**config.mk**
```make
export PLATFORM = sky130hd
export DESIGN_NAME = time_of_day_clock_with_alarms
export DESIGN_NICKNAME = d
export VERILOG_FILES = /design/src/tdca_pkg.sv /design/src/time_of_day_clock_with_alarms.sv
export SDC_FILE = /design/constraint.sdc
export NUM_CORES = 1
export LEC_CHECK = 0
export BUFFER_PORTS_ARGS = -buffer_cell sky130_fd_sc_hd__buf_2
export CORE_MARGIN = 2
export CORE_UTILIZATION = 47
export DETAILED_ROUTE_END_ITERATION = 6
export GPL_TIMING_DRIVEN = 1
export MAX_ROUTING_LAYER = met4
export SYNTH_ARGS = -nofsm -noshare
export SYNTH_HDL_FRONTEND = slang
export SYNTH_SLANG_ARGS = --single-unit
```
**constraint.sdc**
```tcl
create_clock -name clk -period 4.25 [get_ports clk]
set_input_delay 0.2125 -clock clk [delete_from_list [all_inputs] [get_ports clk]]
set_output_delay 0.2125 -clock clk [all_outputs]
set_load 0.1 [all_outputs]
```
**src/tdca_pkg.sv**
```systemverilog
// Package of the time-of-day clock with alarms: item types, mode codes and time limits.
// Used by the top level and by its checker; depends on nothing.
package tdca_pkg;

	localparam logic [2:0] MODE_TICK      = 3'd0;
	localparam logic [2:0] MODE_QUERY     = 3'd1;
	localparam logic [2:0] MODE_CLEAR     = 3'd2;
	localparam logic [2:0] MODE_TRIGGER   = 3'd3;
	localparam logic [2:0] MODE_SET_ALARM = 3'd4;
	localparam logic [2:0] MODE_SET_CLOCK = 3'd5;

	localparam logic [5:0] LAST_SECOND = 6'd59;
	localparam logic [5:0] LAST_MINUTE = 6'd59;
	localparam logic [4:0] LAST_HOUR   = 5'd23;
	localparam logic [6:0] IDLE_HOUR   = 7'd99;

	// Width of the flag masks shown in a result.
	localparam int MASK_W = 8;

	typedef struct packed {
		logic [2:0] mode;
		logic [2:0] alarm_index;
		logic [6:0] hour_value;
		logic [5:0] minute_value;
		logic [5:0] second_value;
	} in_item_t;

	typedef struct packed {
		logic [4:0]        hour_now;
		logic [5:0]        minute_now;
		logic [5:0]        second_now;
		logic              alarm_active;
		logic [MASK_W-1:0] active_mask;
		logic [MASK_W-1:0] matched_mask;
	} out_item_t;

	typedef struct packed {
		logic [4:0] hour;
		logic [5:0] minute;
		logic [5:0] second;
	} tod_t;

	typedef struct packed {
		logic [6:0] hour;
		logic [5:0] minute;
		logic [5:0] second;
	} alarm_time_t;

endpackage

```
**src/time_of_day_clock_with_alarms.sv**
```systemverilog
// Top level of the 24-hour time-of-day clock with a table of alarms.
// Depends on tdca_pkg for the item types, mode codes and time limits.
//
//   channel   direction  handshake            payload
//   in        into       in_valid/in_ready    in_data  (tdca_pkg::in_item_t)
//   out       out of     out_valid/out_ready  out_data (tdca_pkg::out_item_t)
//
// Every input transfer yields exactly one result, shown on the output the next cycle.
// The state update and the result are computed in the cycle of the input transfer,
// so one item per cycle enters unless the output stalls; one register sets the latency.
// Reset clears the clock to 00:00:00, all flags to zero and all alarms to 99:00:00.
// While a result waits for out_ready, in_ready is low; it rises in the cycle the
// waiting result is taken.
module time_of_day_clock_with_alarms #(
	parameter int ALARM_COUNT = 8
) (
	input  logic                clk,
	input  logic                arst_n,
	input  logic                in_valid,
	output logic                in_ready,
	input  tdca_pkg::in_item_t  in_data,
	output logic                out_valid,
	input  logic                out_ready,
	output tdca_pkg::out_item_t out_data
);
	import tdca_pkg::*;

	// Architectural state: the clock, the alarm table and the sticky flags.
	tod_t                   time_q;
	alarm_time_t            alarm_q [ALARM_COUNT];
	logic [ALARM_COUNT-1:0] flags_q;

	// Result register.
	logic      out_valid_q;
	out_item_t out_data_q;

	logic                   accept;
	logic [ALARM_COUNT-1:0] sel;
	logic [ALARM_COUNT-1:0] match;
	logic [ALARM_COUNT-1:0] alarm_we;
	logic [ALARM_COUNT-1:0] flags_d;
	logic [ALARM_COUNT-1:0] matched;
	logic [MASK_W-1:0]      active_mask;
	logic [MASK_W-1:0]      matched_mask;
	tod_t                   tick_time;
	tod_t                   set_time;
	tod_t                   time_d;
	out_item_t              result;

	// The output register empties when its result is taken, so a new item can
	// enter in the same cycle.
	assign in_ready  = !out_valid_q || out_ready;
	assign accept    = in_valid && in_ready;
	assign out_valid = out_valid_q;
	assign out_data  = out_data_q;

	// One-hot select of the addressed alarm. An index beyond the table selects
	// nothing, which makes query, clear, trigger and set-alarm harmless.
	always_comb begin
		for (int i = 0; i < ALARM_COUNT; i++) begin
			sel[i] = (int'(in_data.alarm_index) == i);
		end
	end

	// One-second advance with the usual wrap of seconds, minutes and hours.
	always_comb begin
		tick_time = time_q;
		if (time_q.second >= LAST_SECOND) begin
			tick_time.second = '0;
			if (time_q.minute >= LAST_MINUTE) begin
				tick_time.minute = '0;
				if (time_q.hour >= LAST_HOUR) begin
					tick_time.hour = '0;
				end else begin
					tick_time.hour = time_q.hour + 5'd1;
				end
			end else begin
				tick_time.minute = time_q.minute + 6'd1;
			end
		end else begin
			tick_time.second = time_q.second + 6'd1;
		end
	end

	// Parallel comparators against the advanced time. The alarm hour is seven
	// bits wide, so an alarm parked at hour 99 can never match.
	always_comb begin
		for (int i = 0; i < ALARM_COUNT; i++) begin
			match[i] = (alarm_q[i].hour == {2'b00, tick_time.hour})
				&& (alarm_q[i].minute == tick_time.minute)
				&& (alarm_q[i].second == tick_time.second);
		end
	end

	// Setting the clock clamps each field to its largest legal value.
	always_comb begin
		set_time.hour   = (in_data.hour_value > {2'b00, LAST_HOUR}) ?
			LAST_HOUR : in_data.hour_value[4:0];
		set_time.minute = (in_data.minute_value > LAST_MINUTE) ?
			LAST_MINUTE : in_data.minute_value;
		set_time.second = (in_data.second_value > LAST_SECOND) ?
			LAST_SECOND : in_data.second_value;
	end

	// Next-state selection by mode. Unused mode codes leave the state alone.
	always_comb begin
		time_d   = time_q;
		flags_d  = flags_q;
		matched  = '0;
		alarm_we = '0;
		unique case (in_data.mode)
			MODE_TICK: begin
				time_d  = tick_time;
				matched = match;
				flags_d = flags_q | match;
			end
			MODE_QUERY: begin
				flags_d = flags_q;
			end
			MODE_CLEAR: begin
				flags_d = flags_q & ~sel;
			end
			MODE_TRIGGER: begin
				flags_d = flags_q | sel;
			end
			MODE_SET_ALARM: begin
				alarm_we = sel;
			end
			MODE_SET_CLOCK: begin
				time_d = set_time;
			end
			default: begin
				time_d = time_q;
			end
		endcase
	end

	// The masks in a result show the low alarms only; with fewer alarms than
	// mask bits the upper bits read as zero.
	for (genvar i = 0; i < MASK_W; i++) begin : g_mask
		if (i < ALARM_COUNT) begin : g_used
			assign active_mask[i]  = flags_d[i];
			assign matched_mask[i] = matched[i];
		end else begin : g_unused
			assign active_mask[i]  = 1'b0;
			assign matched_mask[i] = 1'b0;
		end
	end

	always_comb begin
		result.hour_now     = time_d.hour;
		result.minute_now   = time_d.minute;
		result.second_now   = time_d.second;
		result.alarm_active = |(flags_d & sel);
		result.active_mask  = active_mask;
		result.matched_mask = matched_mask;
	end

	// State registers change only on an input transfer.
	always_ff @(posedge clk or negedge arst_n) begin
		if (!arst_n) begin
			time_q  <= '0;
			flags_q <= '0;
			for (int i = 0; i < ALARM_COUNT; i++) begin
				alarm_q[i] <= '{hour: IDLE_HOUR, minute: 6'd0, second: 6'd0};
			end
		end else if (accept) begin
			time_q  <= time_d;
			flags_q <= flags_d;
			for (int i = 0; i < ALARM_COUNT; i++) begin
				if (alarm_we[i]) begin
					alarm_q[i] <= '{hour: in_data.hour_value,
						minute: in_data.minute_value,
						second: in_data.second_value};
				end
			end
		end
	end

	always_ff @(posedge clk or negedge arst_n) begin
		if (!arst_n) begin
			out_valid_q <= 1'b0;
		end else if (in_ready) begin
			out_valid_q <= in_valid;
		end
	end

	always_ff @(posedge clk) begin
		if (accept) begin
			out_data_q <= result;
		end
	end

endmodule

```
==> results of run 1 <==
==> cells by family after synthesis <==
logic type,Yosys count,synth area share (%)
adders and majority gates,3,0.331
xor gates and xnor gates,104,8.09
AOI/OAI and AO/OA,179,11.9
buffers and inverters,80,3.27
muxes,163,16.1
DFF,212,48.6
and+or+nand+nor,262,11.7
==> through the flow <==
| stage | hold slack (ps) | total power [W] | setup slack [ps] | TNS (ps) |
|---|---|---|---|---|
| after floorplan | -83.1 | 0.00418 | 389 | 0 |
| after global placement | 349 | 0.00491 | 247 | 0 |
| after detailed placement | 355 | 0.00491 | 162 | 0 |
| after CTS | 33.9 | 0.00697 | 136 | 0 |
| after global routing | 79.7 | 0.00725 | 68.3 | 0 |
| final | 60.7 | 0.00696 | -4.39 | -4.39 |
==> layer usage <==
metal	routed length [um]	part of all wire [%]
met1	16200	45
met5	0	0
met2	15900	44
met3	2170	6.1
met4	1470	4.1
==> state kept, by name, summed over array words and instances, names as in the netlist <==
signal and flops:
flags_q 8, alarm_q 152, out_valid 1, out_data 34, time_q 17
==> report_power, final <==
part	internal [W]	switching [W]	leakage (nW)
Combinational	0.000808	0.00145	2.69
Clock	0.00121	0.000845	0.373
Sequential	0.00237	0.000278	2.58
Total	0.00438	0.00258	5.65
==> worst register-to-register path, delay by kind of cell, from the launching register on <==
family / cells / cell delay, ps
simple gates: 3 / 1040
flops: 1 / 460
compound gates: 6 / 2250
fa+ha+maj: 1 / 350
==> layout make-up <==
cell class | instances | area, um^2 | area share, %
timing repair buffer | 104 | 662 | 5.14
sequential | 212 | 5520 | 42.8
tap | 319 | 399 | 3.10
clock inverter | 8 | 91.3 | 0.709
clock buffer | 34 | 668 | 5.19
multi-input combinational | 711 | 5490 | 42.6
inverter | 14 | 52.6 | 0.408
==> path summary, 6_finish.rpt <==
check / endpoint / slack (ps) / startpoint / cells past startpoint
setup / recovery: out_data[16] / -4 / time_q[7] / 10
hold / removal: alarm_q[21] / 60 / in_data[2] / 3
setup reg to reg: out_data[16] / -4 / time_q[7] / 10
hold reg to reg: flags_q[0] / 480 / flags_q[0] / 2
max in group asynchronous: alarm_q[69] / 3010 / arst_n / 3
min in group asynchronous: alarm_q[117] / 350 / arst_n / 2
==> cell usage in the layout, fill, tap and decap left out, types with 34 or more instances in the layout <==
cell	count
mux2_2	157
xor2_1	51
xnor2_1	52
o21ai_0	44
edfxtp_1	34
nor2_1	48
buf_2	63
dfrtp_1	146
buf_4	35
nand2_1	82
==> impl_results.html, run 1 <==
<table>
<tr><th>Metric</th><th>Value</th></tr>
<tr><th colspan="2">STA</th></tr>
<tr><td>Clk_skew</td><td>13.1 ps</td></tr>
<tr><td>Slew at the pin closest to its max-slew limit</td><td>1170 ps</td></tr>
<tr><td>Share of the cycle needed by the critical path after routing</td><td>100%</td></tr>
<tr><td>Final Slew Violations</td><td>0</td></tr>
<tr><td>Setup slack of the critical path after layout</td><td>-4.39 ps</td></tr>
<tr><td>RSZ-0062 raised after global routing</td><td>false</td></tr>
<tr><td>Endpoints failing setup</td><td>1</td></tr>
<tr><td>Tightest slew margin relative to the limit</td><td>21.5%</td></tr>
<tr><td>Final hold violation count</td><td>0</td></tr>
<tr><td>Final critical-path required period</td><td>4250 ps</td></tr>
<tr><td>Upper clock frequency limit</td><td>0.235 GHz</td></tr>
<tr><th colspan="2">Yosys</th></tr>
<tr><td>Most frequent cell after synthesis</td><td>mux2_2</td></tr>
<tr><td>Mapped Nets</td><td>1,035</td></tr>
<tr><td>Post-synthesis cell type count</td><td>91</td></tr>
<tr><td>Most common library cells after synthesis</td><td>mux2_2, dfrtp_1, nand2_1</td></tr>
<tr><td>Number of register bits inferred by synthesis</td><td>212</td></tr>
<tr><td>Leading register cell type out of synthesis</td><td>dfrtp_1</td></tr>
<tr><td>Number of synthesized flops with an enable pin</td><td>34</td></tr>
<tr><td>Biggest area consumer among synthesized cells</td><td>dfrtp_1</td></tr>
<tr><td>Number of cells produced by synthesis</td><td>1,003</td></tr>
<tr><td>Yosys warning total</td><td>0</td></tr>
<tr><td>Area contributors post-synth</td><td>dfrtp_1, mux2_2, edfxtp_1</td></tr>
<tr><td>Ys async rst share</td><td>84.0%</td></tr>
<tr><td>Sequential cell area fraction in the yosys report</td><td>48.6%</td></tr>
<tr><td>Area share of the largest cell type after synthesis</td><td>32.2%</td></tr>
<tr><td>Syn_area_per_cell</td><td>11.3 um^2</td></tr>
<tr><td>Mapped Area</td><td>11,400 um^2</td></tr>
<tr><th colspan="2">Floorplanning</th></tr>
<tr><td>Starting density of the core</td><td>48.1%</td></tr>
<tr><td>Number of placement rows</td><td>56</td></tr>
<tr><td>Placeable core region</td><td>23,600 um^2</td></tr>
<tr><td>Overall die area</td><td>25,400 um^2</td></tr>
<tr><td>Die height</td><td>159 um</td></tr>
<tr><td>Die width</td><td>159 um</td></tr>
<tr><td>I/O pins</td><td>65</td></tr>
<tr><th colspan="2">Routing</th></tr>
<tr><td>Post-route DRC</td><td>0</td></tr>
<tr><td>Vias per cell</td><td>5.98</td></tr>
<tr><td>Starting DRC count in detailed routing</td><td>647</td></tr>
<tr><td>Number of vias after detailed routing</td><td>8,380</td></tr>
<tr><td>Residual antenna-violating net count after detailed routing</td><td>0</td></tr>
<tr><td>Count of TritonRoute iterations in the first routing pass</td><td>5</td></tr>
<tr><td>Total routed wirelength</td><td>35,700 um</td></tr>
<tr><td>Average wire per cell in the routed design</td><td>25.5 um</td></tr>
<tr><th colspan="2">Finish</th></tr>
<tr><td>Area growth from synthesis to layout</td><td>13.4%</td></tr>
<tr><td>Layout cell share with drive strength beyond 1</td><td>33.1%</td></tr>
<tr><td>Antenna Diode Count</td><td>0</td></tr>
<tr><td>Nets@finish</td><td>1,098</td></tr>
<tr><td>Post-route design area</td><td>12,900 um^2</td></tr>
<tr><td>Core occupancy in the finished layout</td><td>54.5%</td></tr>
<tr><td>Post-route non-filler standard cell count</td><td>1,402</td></tr>
<tr><td>Filler Cell Count</td><td>2,124</td></tr>
<tr><th colspan="2">Outcome</th></tr>
<tr><td>Run status</td><td>finished, violations left</td></tr>
<tr><td>Failing checks</td><td>negative setup slack</td></tr>
<tr><th colspan="2">Worst setup path</th></tr>
<tr><td>Number of buffers and inverters on the critical path</td><td>0</td></tr>
<tr><td>Max stage delay on crit path</td><td>810 ps</td></tr>
<tr><td>Capturing element type of the critical path</td><td>flip-flop</td></tr>
<tr><td>Category of the worst setup path launch point</td><td>flip-flop</td></tr>
<tr><td>Critical-path maximum fanout</td><td>10</td></tr>
<tr><td>Slowest stage cell on the critical path</td><td>a2111oi_0</td></tr>
<tr><td>Type of the worst setup path</td><td>reg -&gt; reg</td></tr>
<tr><td>Data required time of the critical path</td><td>4640 ps</td></tr>
<tr><td>List of cells traversed by the critical path</td><td>ha_1 &gt; o2111a_1 &gt; nand2_1 &gt; a2111oi_0 &gt; o211ai_1 &gt; a211o_1 &gt; nor4_1 &gt; a21o_1 &gt; a22oi_1 &gt; nand3_1</td></tr>
<tr><td>Crit path arrival time</td><td>4650 ps</td></tr>
<tr><td>Family of cells with the greatest summed delay on the critical path</td><td>compound AO/OA/AOI/OAI gates</td></tr>
<tr><th colspan="2">CTS</th></tr>
<tr><td>Buffer depth of the longest clock path</td><td>3</td></tr>
<tr><td>Buffer type at the clock tree root</td><td>clkbuf_16</td></tr>
<tr><td>Number of setup buffers added after CTS</td><td>0</td></tr>
<tr><td>Latest clock arrival within the worst-skew pair</td><td>540 ps</td></tr>
<tr><td>Number of buffers inserted for hold repair after clock tree synthesis</td><td>3</td></tr>
<tr><td>Clock slew seen by the registers of the worst setup and hold paths</td><td>70 ps</td></tr>
<tr><td>Number of buffers created by CTS</td><td>23</td></tr>
<tr><td>Count of instances resized after the clock tree is built</td><td>0</td></tr>
<tr><td>Clock H-tree levels</td><td>1</td></tr>
<tr><td>Number of sinks handled by clock tree synthesis</td><td>212</td></tr>
<tr><td>TritonCTS clock tree</td><td>built</td></tr>
<tr><th colspan="2">Pwr</th></tr>
<tr><td>Power Dens Cells</td><td>540 nW/um^2</td></tr>
<tr><td>Static leakage</td><td>5.65 nW</td></tr>
<tr><td>Largest vdd supply drop</td><td>356 uV</td></tr>
<tr><th colspan="2">Global routing</th></tr>
<tr><td>Number of antenna violations at the first check in global routing</td><td>0</td></tr>
<tr><td>Most heavily used metal layer in global routing</td><td>met2</td></tr>
<tr><td>Wire length of the first global-routing pass</td><td>53,600 um</td></tr>
<tr><td>GRT Overall Usage</td><td>29.0%</td></tr>
<tr><td>Aggregate global routing overflow</td><td>0</td></tr>
<tr><td>Met1 routing resource usage after global routing</td><td>40.3%</td></tr>
<tr><td>GR met2 Demand/Resource</td><td>43.0%</td></tr>
<tr><td>GRT met3 Usage</td><td>4.35%</td></tr>
<tr><td>Pin count of the biggest net entering global routing</td><td>98</td></tr>
<tr><td>Number of global-route vias before repair</td><td>8,250</td></tr>
<tr><th colspan="2">Run</th></tr>
<tr><td>Max_cap viols</td><td>0</td></tr>
<tr><th colspan="2">Placed design</th></tr>
<tr><td>Cell Count Post-Placement</td><td>1,357</td></tr>
<tr><td>Post-detailed-placement cell area</td><td>12,100 um^2</td></tr>
<tr><td>Post-detailed-placement half-perimeter wirelength</td><td>25,800 um</td></tr>
<tr><td>Number of port buffers</td><td>64</td></tr>
<tr><td>Placer congestion estimate</td><td>0.947</td></tr>
<tr><th colspan="2">Worst hold path</th></tr>
<tr><td>HP Class</td><td>in -&gt; reg</td></tr>
</table>
No activity file was read; power rests on OpenSTA's default activity.
==> inputs of run 2 (changes only) <==
--- a/config.mk
+++ b/config.mk
@@ -10,7 +10,6 @@
 export CORE_UTILIZATION = 47
 export DETAILED_ROUTE_END_ITERATION = 6
 export GPL_TIMING_DRIVEN = 1
-export MAX_ROUTING_LAYER = met4
 export SYNTH_ARGS = -nofsm -noshare
 export SYNTH_HDL_FRONTEND = slang
 export SYNTH_SLANG_ARGS = --single-unit
==> constraint.sdc (replaced) <==
create_clock -name clk -period 4.2 [get_ports clk]
set_input_delay 0.21 -clock clk [delete_from_list [all_inputs] [get_ports clk]]
set_output_delay 0.21 -clock clk [all_outputs]
set_load 0.1 [all_outputs]
==> run 2 against run 1 <==
Against the previous run:
- the run now ends clean
- critical path type unchanged
- maximum frequency is 11% higher
- largest power group unchanged
- via count up 1.6%
- first-iteration DRC count increased by 29%
- largest cell class unchanged
- cell count is 0.57% higher
==> impl_results.html, run 2 (synthesized netlist as in run 1, its figures left out) <==
<table>
<tr><th>Metric</th><th>Value</th></tr>
<tr><th colspan="2">Worst setup path</th></tr>
<tr><td>Worst reg2reg endpoint</td><td>out_data[16]</td></tr>
<tr><td>Capturing element type of the critical path</td><td>flip-flop</td></tr>
<tr><td>Type of the worst setup path</td><td>reg -&gt; reg</td></tr>
<tr><td>Family of cells with the greatest summed delay on the critical path</td><td>compound AO/OA/AOI/OAI gates</td></tr>
<tr><td>Crit path arrival time</td><td>4220 ps (-430 ps)</td></tr>
<tr><td>Worst reg2reg setup slack</td><td>360 ps (+360 ps)</td></tr>
<tr><td>Category of the worst setup path launch point</td><td>flip-flop</td></tr>
<tr><td>Reg2reg path depth</td><td>10 (unchanged)</td></tr>
<tr><td>Data required time of the critical path</td><td>4580 ps (-60 ps)</td></tr>
<tr><td>R2r startpoint</td><td>time_q[7]</td></tr>
<tr><td>Critical-path maximum fanout</td><td>10 (unchanged)</td></tr>
<tr><td>Number of buffers and inverters on the critical path</td><td>0 (unchanged)</td></tr>
<tr><td>Max stage delay on crit path</td><td>630 ps (-180 ps)</td></tr>
<tr><td>List of cells traversed by the critical path</td><td>ha_1 &gt; o2111a_1 &gt; nand2_1 &gt; a2111oi_0 &gt; o211ai_1 &gt; a211o_1 &gt; nor4_1 &gt; a21o_1 &gt; a22oi_1 &gt; nand3_1</td></tr>
<tr><td>Slowest stage cell on the critical path</td><td>a2111oi_0</td></tr>
<tr><th colspan="2">CTS</th></tr>
<tr><td>Latest clock arrival within the worst-skew pair</td><td>530 ps (about the same)</td></tr>
<tr><td>Clock slew seen by the registers of the worst setup and hold paths</td><td>70 ps (about the same)</td></tr>
<tr><td>Buffer type at the clock tree root</td><td>clkbuf_16</td></tr>
<tr><td>Number of sinks handled by clock tree synthesis</td><td>212 (unchanged)</td></tr>
<tr><td>Number of buffers created by CTS</td><td>23 (unchanged)</td></tr>
<tr><td>TritonCTS clock tree</td><td>built</td></tr>
<tr><td>Number of setup buffers added after CTS</td><td>0 (unchanged)</td></tr>
<tr><td>Clock H-tree levels</td><td>1 (unchanged)</td></tr>
<tr><td>Buffer depth of the longest clock path</td><td>3 (unchanged)</td></tr>
<tr><th colspan="2">Placed design</th></tr>
<tr><td>Placer congestion estimate</td><td>0.975 (+2.9%)</td></tr>
<tr><td>Post-detailed-placement half-perimeter wirelength</td><td>25,700 um (-0.56%)</td></tr>
<tr><td>Number of port buffers</td><td>64 (unchanged)</td></tr>
<tr><th colspan="2">Routing</th></tr>
<tr><td>Residual antenna-violating net count after detailed routing</td><td>0 (unchanged)</td></tr>
<tr><td>Total routed wirelength</td><td>35,900 um (+0.38%)</td></tr>
<tr><td>Count of TritonRoute iterations in the first routing pass</td><td>5 (unchanged)</td></tr>
<tr><td>Average wire per cell in the routed design</td><td>25.4 um (-0.19%)</td></tr>
<tr><td>Vias per cell</td><td>6.04 (+1.0%)</td></tr>
<tr><td>Post-route DRC</td><td>0 (unchanged)</td></tr>
<tr><td>Starting DRC count in detailed routing</td><td>832 (+29%)</td></tr>
<tr><td>Number of vias after detailed routing</td><td>8,515 (+1.6%)</td></tr>
<tr><th colspan="2">Global routing</th></tr>
<tr><td>Number of global-route vias before repair</td><td>8,257 (+0.085%)</td></tr>
<tr><td>Number of antenna violations at the first check in global routing</td><td>0 (unchanged)</td></tr>
<tr><td>Pin count of the biggest net entering global routing</td><td>91 (-7.1%)</td></tr>
<tr><td>GRT Overall Usage</td><td>28.3% (-0.73 points)</td></tr>
<tr><td>Wire length of the first global-routing pass</td><td>53,700 um (+0.22%)</td></tr>
<tr><td>Aggregate global routing overflow</td><td>0 (unchanged)</td></tr>
<tr><th colspan="2">Finish</th></tr>
<tr><td>Filler Cell Count</td><td>2,093 (-1.5%)</td></tr>
<tr><td>Layout cell share with drive strength beyond 1</td><td>33.9% (+0.83 points)</td></tr>
<tr><td>Area growth from synthesis to layout</td><td>14.0%</td></tr>
<tr><td>Commonest cells after routing, fill and taps aside</td><td>mux2_2, dfrtp_1, nand2_1</td></tr>
<tr><td>Most common cell after layout, fill and taps aside</td><td>mux2_2</td></tr>
<tr><td>Number of flip-flops in the largest register</td><td>152 (unchanged)</td></tr>
<tr><td>Register with the most flip-flops</td><td>alarm_q</td></tr>
<tr><td>Nets@finish</td><td>1,104 (+0.55%)</td></tr>
<tr><th colspan="2">STA</th></tr>
<tr><td>Final Hold Slack</td><td>37.0 ps (-23.7 ps)</td></tr>
<tr><td>Final hold violation count</td><td>0 (unchanged)</td></tr>
<tr><td>RSZ-0062 raised after global routing</td><td>false</td></tr>
<tr><td>Clk_skew</td><td>16.7 ps (+3.58 ps)</td></tr>
<tr><td>Endpoints failing setup</td><td>0 (-1)</td></tr>
<tr><td>Final Slew Violations</td><td>0 (unchanged)</td></tr>
<tr><td>Final critical-path required period</td><td>3840 ps (-413 ps)</td></tr>
<tr><td>Share of the cycle needed by the critical path after routing</td><td>91.5% (-8.6 points)</td></tr>
<tr><td>Upper clock frequency limit</td><td>0.260 GHz (+11%)</td></tr>
<tr><td>Total negative setup slack</td><td>0 ps (+4.39 ps)</td></tr>
<tr><td>Tightest slew margin relative to the limit</td><td>17.8% (-3.7 points)</td></tr>
<tr><td>Slew at the pin closest to its max-slew limit</td><td>1230 ps (+55.0 ps)</td></tr>
<tr><th colspan="2">Run</th></tr>
<tr><td>Max_cap viols</td><td>0 (unchanged)</td></tr>
<tr><th colspan="2">Pwr</th></tr>
<tr><td>Power Dens Cells</td><td>549 nW/um^2 (+1.6%)</td></tr>
<tr><td>Static leakage</td><td>5.69 nW (+0.72%)</td></tr>
<tr><td>Largest vdd supply drop</td><td>328 uV (-8.1%)</td></tr>
<tr><th colspan="2">Worst hold path</th></tr>
<tr><td>Number of cells on the worst hold path</td><td>3 (unchanged)</td></tr>
<tr><td>HP Class</td><td>in -&gt; reg</td></tr>
<tr><td>Worst Min Path Start</td><td>in_data[1]</td></tr>
<tr><td>Hold endpoint</td><td>alarm_q[39]</td></tr>
<tr><th colspan="2">Floorplanning</th></tr>
<tr><td>Starting density of the core</td><td>48.1% (unchanged)</td></tr>
<tr><td>I/O pins</td><td>65 (unchanged)</td></tr>
<tr><td>Die height</td><td>159 um (unchanged)</td></tr>
<tr><td>Overall die area</td><td>25,400 um^2 (unchanged)</td></tr>
<tr><td>Die width</td><td>159 um (unchanged)</td></tr>
<tr><td>Placeable core region</td><td>23,600 um^2 (unchanged)</td></tr>
<tr><td>Number of placement rows</td><td>56 (unchanged)</td></tr>
<tr><th colspan="2">Outcome</th></tr>
<tr><td>Run status</td><td>finished, final reports clean</td></tr>
</table>
## run 2: worst max path at each step
stage	startpoint	endpoint	slack, ps	cells past startpoint
finish	time_q[7]	out_data[16]	360	10
global route	time_q[7]	out_data[16]	290	10
global placement	time_q[7]	out_data[16]	510	10
CTS	time_q[7]	out_data[16]	420	10
detailed placement	time_q[7]	out_data[16]	410	10
floorplan	out_valid	alarm_q[102]	340	7
## run 2: layer usage
layer	wire [um]	global-route usage, %	vias up
li1	-	-	3803
met1	16500	41.9	4276
met2	15400	41.8	370
met3	2410	3.83	66
met4	1540	11.7	0
met5	0	0	-
## run 2: layout make-up
cell class	count	area (um^2)	area share, %
timing repair buffer	110	694	5.37
inverter	14	52.6	0.406
clock inverter	7	88.8	0.686
antenna	2	5.00	0.0387
sequential	212	5520	42.6
multi-input combinational	711	5490	42.4
clock buffer	35	701	5.41
tap	319	399	3.08
## run 2: worst min-delay path, delay by kind of cell
| family | cells | cell delay, ps |
|---|---|---|
| AO/OA/AOI/OAI | 1 | 70 |
| buffers and inverters | 1 | 170 |
| AND/OR/NAND/NOR | 1 | 70 |
## run 2: through the flow
stage	setup slack [ps]	util, %	instance area, um^2	power (W)	instances
after floorplan	339	-	11400	0.00423	1003
after global placement	513	51.3	12100	0.00499	1363
after detailed placement	407	51.3	12100	0.00499	1363
after CTS	418	54.8	12900	0.00712	1408
after global routing	286	54.8	12900	0.00741	1408
final	358	54.8	12900	0.00711	1410
## run 2: what timing repair did
item | 4_1_cts | 5_1_grt
hold buffers | 3 | 0
setup endpoints to repair | 0 | 0
hold endpoints to repair | 85 | 0
gates resized for setup | 0 | 0
## run 2: power by group
part           total, W  switching, W  leakage, nW  internal [W]
clock           0.00210      0.000834        0.394       0.00127
combinational   0.00233       0.00149         2.71      0.000842
sequential      0.00268      0.000282         2.58       0.00240
total           0.00711       0.00260         5.69       0.00451
